### src/hw/rtl/assert_macros.svh
// assertion helpers for the nearest segment search block
// used by the top level only, expects i_clk and i_rst_n in scope
`ifndef ASSERT_MACROS_SVH
`define ASSERT_MACROS_SVH

// same-cycle implication
`define NSS_ASSERT_IMPL(label, ante, cons, msg) \
    label: assert property (@(posedge i_clk) disable iff (!i_rst_n) (ante) |-> (cons)) \
        else $error(msg);

// next-cycle implication
`define NSS_ASSERT_NEXT(label, ante, cons, msg) \
    label: assert property (@(posedge i_clk) disable iff (!i_rst_n) (ante) |=> (cons)) \
        else $error(msg);

`endif

### src/hw/rtl/nss_pkg.sv
// types and fixed widths for the nearest segment search block
// no dependencies
`timescale 1ns / 1ps

package nss_pkg;

    localparam int FIELD_W  = 16;
    localparam int IDX_W    = 10;
    localparam int DIST_W   = 17;
    localparam int D2_W     = 34;
    localparam int MUL_W    = 19;
    localparam int PROD_W   = 38;
    localparam int MAG_W    = 33;
    localparam int SQ_W     = 66;
    localparam int LEN_W    = 32;
    localparam int QUO_W    = 34;
    localparam int STEP_W   = 4;

    localparam logic [D2_W-1:0]   D2_MAX   = '1;
    localparam logic [DIST_W-1:0] DIST_MAX = 17'd92682;

    // sequencer steps in the product phase
    localparam logic [STEP_W-1:0] STEP_DECIDE = 4'd11;
    localparam logic [STEP_W-1:0] STEP_SQ_END = 4'd15;

    typedef enum logic [2:0] {
        S_IDLE,
        S_CALC,
        S_DIV,
        S_UPDATE,
        S_SQRT,
        S_EMIT
    } t_state;

endpackage

### src/hw/rtl/nss_mul.sv
// shared signed multiplier with registered product
// depends on nss_pkg
`timescale 1ns / 1ps

module nss_mul (
    input  logic                                i_clk,
    input  logic signed [nss_pkg::MUL_W-1:0]    i_a,
    input  logic signed [nss_pkg::MUL_W-1:0]    i_b,
    output logic signed [nss_pkg::PROD_W-1:0]   o_prod
);

    logic signed [nss_pkg::PROD_W-1:0] r_prod;

    always_ff @(posedge i_clk) begin
        r_prod <= i_a * i_b;
    end

    assign o_prod = r_prod;

endmodule

### src/hw/rtl/nss_div.sv
// radix-2 restoring divider, one quotient bit per cycle
// quotient known to fit in QUO_W bits; depends on nss_pkg
`timescale 1ns / 1ps

module nss_div (
    input  logic                        i_clk,
    input  logic                        i_rst_n,
    input  logic                        i_start,
    input  logic [nss_pkg::SQ_W-1:0]    i_dividend,
    input  logic [nss_pkg::LEN_W-1:0]   i_divisor,
    output logic                        o_done,
    output logic [nss_pkg::QUO_W-1:0]   o_quot
);

    localparam int QW    = nss_pkg::QUO_W;
    localparam int LW    = nss_pkg::LEN_W;
    localparam int CNT_W = $clog2(QW + 1);

    logic [LW-1:0]    r_rem;
    logic [QW-1:0]    r_num;
    logic [LW-1:0]    r_div;
    logic [CNT_W-1:0] r_cnt;
    logic             r_busy;
    logic             r_done;
    logic [LW:0]      w_trial;
    logic             w_ge;

    assign w_trial = {r_rem, r_num[QW-1]};
    assign w_ge    = w_trial >= {1'b0, r_div};

    always_ff @(posedge i_clk) begin
        if (!i_rst_n) begin
            r_busy <= 1'b0;
            r_done <= 1'b0;
            r_cnt  <= '0;
        end else begin
            r_done <= 1'b0;
            if (i_start) begin
                r_busy <= 1'b1;
                r_cnt  <= CNT_W'(QW);
            end else if (r_busy) begin
                r_cnt <= r_cnt - 1'b1;
                if (r_cnt == CNT_W'(1)) begin
                    r_busy <= 1'b0;
                    r_done <= 1'b1;
                end
            end
        end
    end

    always_ff @(posedge i_clk) begin
        if (i_start) begin
            // top bits already below the divisor since the quotient fits
            r_rem <= i_dividend[nss_pkg::SQ_W-1:QW];
            r_num <= i_dividend[QW-1:0];
            r_div <= i_divisor;
        end else if (r_busy) begin
            r_rem <= w_ge ? LW'(w_trial - {1'b0, r_div}) : w_trial[LW-1:0];
            r_num <= {r_num[QW-2:0], w_ge};
        end
    end

    assign o_done = r_done;
    assign o_quot = r_num;

endmodule

### src/hw/rtl/nss_sqrt.sv
// bitwise integer square root, one root bit per cycle
// depends on nss_pkg
`timescale 1ns / 1ps

module nss_sqrt (
    input  logic                        i_clk,
    input  logic                        i_rst_n,
    input  logic                        i_start,
    input  logic [nss_pkg::D2_W-1:0]    i_value,
    output logic                        o_done,
    output logic [nss_pkg::DIST_W-1:0]  o_root
);

    localparam int VW    = nss_pkg::D2_W;
    localparam int RW    = nss_pkg::DIST_W;
    localparam int CNT_W = $clog2(RW + 1);

    logic [VW-1:0]    r_val;
    logic [RW:0]      r_rem;
    logic [RW-1:0]    r_root;
    logic [CNT_W-1:0] r_cnt;
    logic             r_busy;
    logic             r_done;
    logic [RW+2:0]    w_t;
    logic [RW+2:0]    w_trial;
    logic             w_ge;

    assign w_t     = {r_rem, r_val[VW-1:VW-2]};
    assign w_trial = {1'b0, r_root, 2'b01};
    assign w_ge    = w_t >= w_trial;

    always_ff @(posedge i_clk) begin
        if (!i_rst_n) begin
            r_busy <= 1'b0;
            r_done <= 1'b0;
            r_cnt  <= '0;
        end else begin
            r_done <= 1'b0;
            if (i_start) begin
                r_busy <= 1'b1;
                r_cnt  <= CNT_W'(RW);
            end else if (r_busy) begin
                r_cnt <= r_cnt - 1'b1;
                if (r_cnt == CNT_W'(1)) begin
                    r_busy <= 1'b0;
                    r_done <= 1'b1;
                end
            end
        end
    end

    always_ff @(posedge i_clk) begin
        if (i_start) begin
            r_val  <= i_value;
            r_rem  <= '0;
            r_root <= '0;
        end else if (r_busy) begin
            r_val  <= {r_val[VW-3:0], 2'b00};
            r_rem  <= w_ge ? (RW+1)'(w_t - w_trial) : w_t[RW:0];
            r_root <= {r_root[RW-2:0], w_ge};
        end
    end

    assign o_done = r_done;
    assign o_root = r_root;

endmodule

### src/hw/rtl/nearest_segment_search.sv
// nearest segment search top level: sequencer, run state and output word
// depends on nss_pkg, nss_mul, nss_div, nss_sqrt and assert_macros.svh
`timescale 1ns / 1ps

// Segments stream in one word at a time; the query point is sampled from the
// first word of each run and the word marked last yields the index of the
// nearest segment and its distance. All products go through one 19x19
// multiplier under a step sequencer; when the foot of the perpendicular falls
// inside the segment the 34-step restoring divider runs as well, and the last
// segment adds a 17-step square root. o_in_stall is high from acceptance until
// the segment is fully folded into the running minimum, and on the last segment
// until the result is in the output register. The result sits in an
// output register, so the next run may start while it waits to be taken.

`include "assert_macros.svh"

module nearest_segment_search #(
    parameter int MAX_SEGMENTS = 1024,
    parameter int COORD_BITS   = 16
) (
    input  logic                                  i_clk,
    input  logic                                  i_rst_n,
    input  logic                                  i_in_valid,
    output logic                                  o_in_stall,
    input  logic signed [nss_pkg::FIELD_W-1:0]    i_seg_start_x,
    input  logic signed [nss_pkg::FIELD_W-1:0]    i_seg_start_y,
    input  logic signed [nss_pkg::FIELD_W-1:0]    i_seg_delta_x,
    input  logic signed [nss_pkg::FIELD_W-1:0]    i_seg_delta_y,
    input  logic signed [nss_pkg::FIELD_W-1:0]    i_query_x,
    input  logic signed [nss_pkg::FIELD_W-1:0]    i_query_y,
    input  logic                                  i_last_segment,
    output logic                                  o_out_valid,
    input  logic                                  i_out_stall,
    output logic [nss_pkg::IDX_W-1:0]             o_nearest_index,
    output logic [nss_pkg::DIST_W-1:0]            o_min_distance
);

    localparam int FW    = nss_pkg::FIELD_W;
    localparam int CW    = (COORD_BITS < FW) ? COORD_BITS : FW;
    localparam int SH    = FW - CW;
    localparam int CNT_W = $clog2(MAX_SEGMENTS);
    localparam int PW    = nss_pkg::PROD_W;
    localparam int MW    = nss_pkg::MUL_W;
    localparam int IW    = nss_pkg::IDX_W;

    nss_pkg::t_state r_state, n_state;

    // run state
    logic                 r_started;
    logic [CNT_W-1:0]     r_cnt;
    logic [CNT_W-1:0]     r_best_idx;
    logic [nss_pkg::D2_W-1:0] r_best_d2;
    logic signed [FW-1:0] r_qx, r_qy;

    // per-segment working registers
    logic                 r_first, r_last;
    logic [nss_pkg::STEP_W-1:0] r_step;
    logic signed [FW:0]   r_wx, r_wy;
    logic signed [FW-1:0] r_dx, r_dy;
    logic signed [PW-1:0] r_tn, r_len2, r_ds, r_de, r_cr;
    logic [nss_pkg::MAG_W-1:0] r_mag;
    logic [nss_pkg::SQ_W-1:0]  r_sq;
    logic [nss_pkg::D2_W-1:0]  r_d2;

    // output word
    logic                 r_out_valid;
    logic [IW-1:0]        r_out_idx;
    logic [nss_pkg::DIST_W-1:0] r_out_dist;

    logic                 w_accept;
    logic signed [FW-1:0] w_sx, w_sy, w_dx, w_dy, w_qx, w_qy, w_q_x, w_q_y;
    logic signed [FW+1:0] w_ex, w_ey;
    logic signed [MW-1:0] w_a, w_b;
    logic signed [PW-1:0] w_prod;
    logic signed [PW-1:0] w_cr_abs;
    logic                 w_div_start, w_div_done;
    logic [nss_pkg::QUO_W-1:0] w_quot;
    logic                 w_take;
    logic [nss_pkg::D2_W-1:0] w_new_best;
    logic                 w_sqrt_start, w_sqrt_done;
    logic [nss_pkg::DIST_W-1:0] w_root;
    logic                 w_emit;
    logic [CNT_W+IW-1:0]  w_idx_ext;

    // two's complement in the low CW bits of each field
    assign w_sx = (i_seg_start_x <<< SH) >>> SH;
    assign w_sy = (i_seg_start_y <<< SH) >>> SH;
    assign w_dx = (i_seg_delta_x <<< SH) >>> SH;
    assign w_dy = (i_seg_delta_y <<< SH) >>> SH;
    assign w_qx = (i_query_x <<< SH) >>> SH;
    assign w_qy = (i_query_y <<< SH) >>> SH;
    assign w_q_x = r_started ? r_qx : w_qx;
    assign w_q_y = r_started ? r_qy : w_qy;

    assign w_accept   = i_in_valid && !o_in_stall;
    assign o_in_stall = (r_state != nss_pkg::S_IDLE);

    assign w_ex = {r_wx[FW], r_wx} - {{2{r_dx[FW-1]}}, r_dx};
    assign w_ey = {r_wy[FW], r_wy} - {{2{r_dy[FW-1]}}, r_dy};

    // operand select for the shared multiplier
    always_comb begin
        w_a = '0;
        w_b = '0;
        case (r_step)
            4'd0: begin
                w_a = MW'(r_wx); w_b = MW'(r_dx);
            end
            4'd1: begin
                w_a = MW'(r_wy); w_b = MW'(r_dy);
            end
            4'd2: begin
                w_a = MW'(r_dx); w_b = MW'(r_dx);
            end
            4'd3: begin
                w_a = MW'(r_dy); w_b = MW'(r_dy);
            end
            4'd4: begin
                w_a = MW'(r_wx); w_b = MW'(r_wx);
            end
            4'd5: begin
                w_a = MW'(r_wy); w_b = MW'(r_wy);
            end
            4'd6: begin
                w_a = MW'(w_ex); w_b = MW'(w_ex);
            end
            4'd7: begin
                w_a = MW'(w_ey); w_b = MW'(w_ey);
            end
            4'd8: begin
                w_a = MW'(r_wx); w_b = MW'(r_dy);
            end
            4'd9: begin
                w_a = MW'(r_wy); w_b = MW'(r_dx);
            end
            // cross magnitude squared in high and low halves
            4'd12: begin
                w_a = {3'b000, r_mag[32:17]}; w_b = {3'b000, r_mag[32:17]};
            end
            4'd13: begin
                w_a = {3'b000, r_mag[32:17]}; w_b = {2'b00, r_mag[16:0]};
            end
            4'd14: begin
                w_a = {2'b00, r_mag[16:0]}; w_b = {2'b00, r_mag[16:0]};
            end
            default: begin
                w_a = '0; w_b = '0;
            end
        endcase
    end

    nss_mul u_mul (
        .i_clk  (i_clk),
        .i_a    (w_a),
        .i_b    (w_b),
        .o_prod (w_prod)
    );

    assign w_div_start = (r_state == nss_pkg::S_CALC) && (r_step == nss_pkg::STEP_SQ_END);

    nss_div u_div (
        .i_clk      (i_clk),
        .i_rst_n    (i_rst_n),
        .i_start    (w_div_start),
        .i_dividend (r_sq + {32'd0, w_prod[33:0]}),
        .i_divisor  (r_len2[nss_pkg::LEN_W-1:0]),
        .o_done     (w_div_done),
        .o_quot     (w_quot)
    );

    assign w_take       = r_first || (r_d2 < r_best_d2);
    assign w_new_best   = w_take ? r_d2 : r_best_d2;
    assign w_sqrt_start = (r_state == nss_pkg::S_UPDATE) && r_last;

    nss_sqrt u_sqrt (
        .i_clk   (i_clk),
        .i_rst_n (i_rst_n),
        .i_start (w_sqrt_start),
        .i_value (w_new_best),
        .o_done  (w_sqrt_done),
        .o_root  (w_root)
    );

    assign w_emit    = (r_state == nss_pkg::S_EMIT) && (!r_out_valid || !i_out_stall);
    assign w_cr_abs  = r_cr[PW-1] ? -r_cr : r_cr;
    assign w_idx_ext = {{IW{1'b0}}, r_best_idx};

    always_ff @(posedge i_clk) begin
        if (!i_rst_n) begin
            r_state <= nss_pkg::S_IDLE;
        end else begin
            r_state <= n_state;
        end
    end

    always_comb begin
        n_state = r_state;
        unique case (r_state)
            nss_pkg::S_IDLE: begin
                if (w_accept) n_state = nss_pkg::S_CALC;
            end
            nss_pkg::S_CALC: begin
                if (r_step == nss_pkg::STEP_DECIDE) begin
                    if (r_tn <= 0 || r_tn >= r_len2) n_state = nss_pkg::S_UPDATE;
                end else if (r_step == nss_pkg::STEP_SQ_END) begin
                    n_state = nss_pkg::S_DIV;
                end
            end
            nss_pkg::S_DIV: begin
                if (w_div_done) n_state = nss_pkg::S_UPDATE;
            end
            nss_pkg::S_UPDATE: begin
                n_state = r_last ? nss_pkg::S_SQRT : nss_pkg::S_IDLE;
            end
            nss_pkg::S_SQRT: begin
                if (w_sqrt_done) n_state = nss_pkg::S_EMIT;
            end
            nss_pkg::S_EMIT: begin
                if (w_emit) n_state = nss_pkg::S_IDLE;
            end
            default: n_state = nss_pkg::S_IDLE;
        endcase
    end

    // control: run state and output valid
    always_ff @(posedge i_clk) begin
        if (!i_rst_n) begin
            r_started   <= 1'b0;
            r_cnt       <= '0;
            r_best_idx  <= '0;
            r_best_d2   <= nss_pkg::D2_MAX;
            r_out_valid <= 1'b0;
            r_step      <= '0;
        end else begin
            if (w_accept) begin
                r_started <= 1'b1;
                r_step    <= '0;
            end else if (r_state == nss_pkg::S_CALC) begin
                r_step <= r_step + 1'b1;
            end
            if (r_state == nss_pkg::S_UPDATE) begin
                r_best_d2 <= w_new_best;
                if (w_take) r_best_idx <= r_cnt;
                r_cnt <= (r_cnt == CNT_W'(MAX_SEGMENTS - 1)) ? '0 : r_cnt + 1'b1;
            end
            if (w_emit) begin
                r_out_valid <= 1'b1;
                r_started   <= 1'b0;
                r_cnt       <= '0;
                r_best_idx  <= '0;
                r_best_d2   <= nss_pkg::D2_MAX;
            end else if (r_out_valid && !i_out_stall) begin
                r_out_valid <= 1'b0;
            end
        end
    end

    // datapath
    always_ff @(posedge i_clk) begin
        if (w_accept) begin
            r_first <= !r_started;
            r_last  <= i_last_segment;
            r_qx    <= w_q_x;
            r_qy    <= w_q_y;
            r_wx    <= {w_q_x[FW-1], w_q_x} - {w_sx[FW-1], w_sx};
            r_wy    <= {w_q_y[FW-1], w_q_y} - {w_sy[FW-1], w_sy};
            r_dx    <= w_dx;
            r_dy    <= w_dy;
        end
        if (r_state == nss_pkg::S_CALC) begin
            case (r_step)
                4'd1:  r_tn   <= w_prod;
                4'd2:  r_tn   <= r_tn + w_prod;
                4'd3:  r_len2 <= w_prod;
                4'd4:  r_len2 <= r_len2 + w_prod;
                4'd5:  r_ds   <= w_prod;
                4'd6:  r_ds   <= r_ds + w_prod;
                4'd7:  r_de   <= w_prod;
                4'd8:  r_de   <= r_de + w_prod;
                4'd9:  r_cr   <= w_prod;
                4'd10: r_cr   <= r_cr - w_prod;
                4'd11: begin
                    r_mag <= w_cr_abs[nss_pkg::MAG_W-1:0];
                    if (r_tn <= 0) begin
                        r_d2 <= (r_ds[PW-1:34] != '0) ? nss_pkg::D2_MAX : r_ds[33:0];
                    end else begin
                        r_d2 <= (r_de[PW-1:34] != '0) ? nss_pkg::D2_MAX : r_de[33:0];
                    end
                end
                4'd13: r_sq <= {w_prod[31:0], 34'd0};
                4'd14: r_sq <= r_sq + {14'd0, w_prod[33:0], 18'd0};
                default: r_sq <= r_sq;
            endcase
        end
        if (w_div_done) begin
            r_d2 <= w_quot;
        end
        if (w_emit) begin
            r_out_idx  <= w_idx_ext[IW-1:0];
            r_out_dist <= (w_root > nss_pkg::DIST_MAX) ? nss_pkg::DIST_MAX : w_root;
        end
    end

    assign o_out_valid     = r_out_valid;
    assign o_nearest_index = r_out_idx;
    assign o_min_distance  = r_out_dist;

    `NSS_ASSERT_NEXT(a_busy_after_accept, w_accept, o_in_stall, "accepted word not held busy")
    `NSS_ASSERT_IMPL(a_div_nonzero, w_div_start, r_len2 > 0, "divider started with zero length")
    `NSS_ASSERT_IMPL(a_idle_run_clear, !r_started, r_best_d2 == nss_pkg::D2_MAX && r_cnt == '0, "run state not cleared between runs")

endmodule

### config.mk
export PLATFORM = sky130hd
export DESIGN_NAME = nearest_segment_search
export DESIGN_NICKNAME = d
export VERILOG_FILES = /design/src/hw/rtl/nss_pkg.sv /design/src/hw/rtl/nss_mul.sv /design/src/hw/rtl/nss_div.sv /design/src/hw/rtl/nss_sqrt.sv /design/src/hw/rtl/nearest_segment_search.sv
export VERILOG_INCLUDE_DIRS = /design/src /design/src/hw/rtl
export SDC_FILE = /design/constraint.sdc
export NUM_CORES = 2
export LEC_CHECK = 0
export CORE_AREA = 2 2 359 503
export DETAILED_ROUTE_END_ITERATION = 8
export DIE_AREA = 0 0 361 505
export DONT_BUFFER_PORTS = 1
export GPL_ROUTABILITY_DRIVEN = 0
export PLACE_DENSITY_LB_ADDON = 0.2
export SYNTH_ARGS = -nofsm -noshare
export SYNTH_HDL_FRONTEND = slang
export SYNTH_SLANG_ARGS = --single-unit
### constraint.sdc
create_clock -name i_clk -period 10.3 [get_ports i_clk]
set_input_delay 0.515 -clock i_clk [delete_from_list [all_inputs] [get_ports i_clk]]
set_output_delay 0.515 -clock i_clk [all_outputs]
set_load 0.03 [all_outputs]
==> flow_summary.json <==
{
  "status": "finished clean",
  "startpoint_type": "flip-flop",
  "yosysSeqAreaShare": 0.323,
  "cp_data_arrival_time_ps": 10410,
  "cp_max_fo": 4,
  "grt_pass1_wl_um": 296000,
  "path_buf_inv": 3,
  "setup_violations": 0,
  "place_ws_ps": 353,
  "finalHoldViolCount": 0,
  "htree_levels": 3,
  "final_cells": 9106,
  "fin_ws_ps": 473,
  "post_drt_wl_per_cell_um": 21.3,
  "postLayoutCoreUtil": 0.383,
  "start_util": 0.348,
  "ys_types": 91,
  "fin_crit_sh": 0.954,
  "drive_gt1_frac": 0.0562,
  "clock_skew_ps": 24.6,
  "core_mm2": 0.177,
  "drtIter0Drc": 3331,
  "async_flop_share": 0,
  "port_buffers": 0,
  "layout_min_cycle_time_ps": 9830,
  "antenna_found_initial": 5,
  "synth_edf_count": 564,
  "worstMarginPinSlew_ps": 1150,
  "rsz0062_at_grt": "false",
  "ant_nets": 0,
  "ys_seq_elements": 715,
  "clk_latency_ps": 700,
  "fill_cells": 17813,
  "routed_wl_um": 194000,
  "worstHoldPathType": "primary input to flip-flop",
  "final_cell_mix": "805 x nand2_1, 755 x inv_1, 564 x edfxtp_1",
  "nets": 7743,
  "drv_slew": 0,
  "clk_pin_slew_ps": 70,
  "dp.cells": 8915,
  "synth_area_mm2": 0.0618,
  "end_kind": "flip-flop",
  "vias": 48793,
  "critical_path_required_ps": 10880,
  "grt_pass1_vias": 49675,
  "dieArea_mm2": 0.182,
  "maxCapViolations": 0,
  "synthCells": 6709,
  "path_delay_family": "adder cells",
  "crit_top_cell": "fa_1",
  "die_h_um": 505,
  "synth_nets": 7725,
  "syn2layout_area_growth_pct": 10.0,
  "critPathKind": "flip-flop to flip-flop",
  "io_pins": 130,
  "slowest_delay_ps": 550,
  "avgSynthCellArea_um2": 9.21,
  "rows": 183,
  "die_w_um": 361,
  "grt_start_max_net_pins": 79,
  "cts_sinks": 715,
  "avgViaCountPerCell": 5.36,
  "drt_pass1_iterations": 6,
  "slew_headroom": 0.233,
  "cp_slowest_cell": "fa_1",
  "drc_errors": 0,
  "final_common_cell": "nand2_1",
  "ys.warnings.count": 0,
  "tritoncts": "built",
  "ctsRootBufferMaster": "clkbuf_16",
  "cts_buffer_depth": 3,
  "numCtsBuffers": 80,
  "dp_hpwl_um": 149000,
  "ys.flop_type": "edfxtp_1",
  "globalRouteOverflowTotal": 0,
  "fin_setup_tns_ps": 0,
  "max_freq_ghz": 0.102,
  "grt.total_usage": 0.211
}
-- worst register-to-register path, delay by kind of cell, from the launching register on --
kind,cells,cell delay [ps]
adders and majority gates,10,4660
buffers and inverters,3,160
DFF,1,430
AOI/OAI and AO/OA,14,3090
xor gates and xnor gates,1,80
and+or+nand+nor,7,1280
-- per-layer routing --
layer,vias to the layer above,GRT usage,share of wire
li1,23468,-,-
met1,23574,0.239,0.39
met2,1290,0.375,0.49
met3,461,0.0311,0.047
met4,0,0.127,0.068
met5,-,0,0
-- state kept, by name (all words and copies together), names as in the netlist, 18 cells and up --
signal        cells
r_sq             48
r_d2             34
u_div.r_div      32
r_tn             38
u_div.o_quot     34
r_cr             38
r_best_d2        34
u_sqrt.r_val     34
u_div.r_rem      32
r_de             38
r_mag            33
r_ds             38
u_sqrt.r_rem     18
r_len2           38
u_mul.o_prod     38
-- synth_stat cells (13+ instances only) --
library cell,n,area (µm²)
nand2_1,812,3050
inv_1,758,2850
edfxtp_1,564,16900
ha_1,545,6820
o21ai_0,540,2700
nor2_1,426,1600
a21oi_1,387,1940
fa_1,370,7410
xnor2_1,237,2080
clkbuf_1,206,773
xor2_1,171,1500
a21o_1,165,1240
dfxtp_1,151,3020
nand3_1,117,586
and2_1,80,500
a22oi_1,71,533
mux2i_1,70,701
nor3_1,66,330
nand2b_1,63,394
nor2b_1,62,388
a211oi_1,59,443
o211ai_1,58,435
nand4_1,55,344
o22ai_1,52,325
and3_1,45,282
o21bai_1,42,315
or3_1,39,244
o21a_1,37,278
o31ai_1,36,270
a31oi_1,34,213
mux2_2,33,372
a21boi_0,29,218
or2_2,26,163
buf_2,25,125
a221oi_1,24,210
nor4_1,23,144
a211o_1,19,166
a221o_1,13,130
-- final cells by class --
class | instances | area, µm² | area share
multi-input cells | 4997 | 38200 | 0.562
flip-flops and latches | 715 | 20000 | 0.294
well taps | 2312 | 2890 | 0.0426
inverters | 759 | 2860 | 0.0420
clock buffers | 97 | 2140 | 0.0315
repair buffers | 174 | 1400 | 0.0206
clock inverters | 51 | 544 | 0.00801
diodes | 1 | 2.50 | 0.0000368
-- cell families after synthesis --
family | after synthesis | synth area share
AOI/OAI and AO/OA | 1696 | 0.172
xor gates and xnor gates | 408 | 0.0578
adders and majority gates | 915 | 0.230
buffers and inverters | 997 | 0.0612
DFF | 715 | 0.323
muxes | 104 | 0.0176
and+or+nand+nor | 1874 | 0.138
-- timing repair --
item | in CTS | in global routing
setup endpoints to repair | 0 | 5
gates resized for setup | 0 | 6
hold endpoints to repair | 44 | 0
setup buffers | 0 | 5
hold buffers | 37 | 0
-- per-stage QoR --
step	area (µm²)	hold WS, ps
6_report	68000	54.0
5_1_grt	68000	27.4
4_1_cts	67900	2.61
3_5_place_dp	64900	418
3_3_place_gp	64900	416
2_1_floorplan	61800	408
-- path summary, 6_finish.rpt --
kind / from / to / slack, ps / cells past startpoint
hold / removal: i_query_x[4] / r_qx[4] / 50 / 1
setup reg to reg: r_dy[0] / u_mul.o_prod[37] / 470 / 35
hold reg to reg: r_best_idx[2] / o_nearest_index[2] / 430 / 0
setup / recovery: r_dy[0] / u_mul.o_prod[37] / 470 / 35
Power is not shown: default switching activity piles up to over one toggle a cycle in this logic, so the estimate is an artifact.
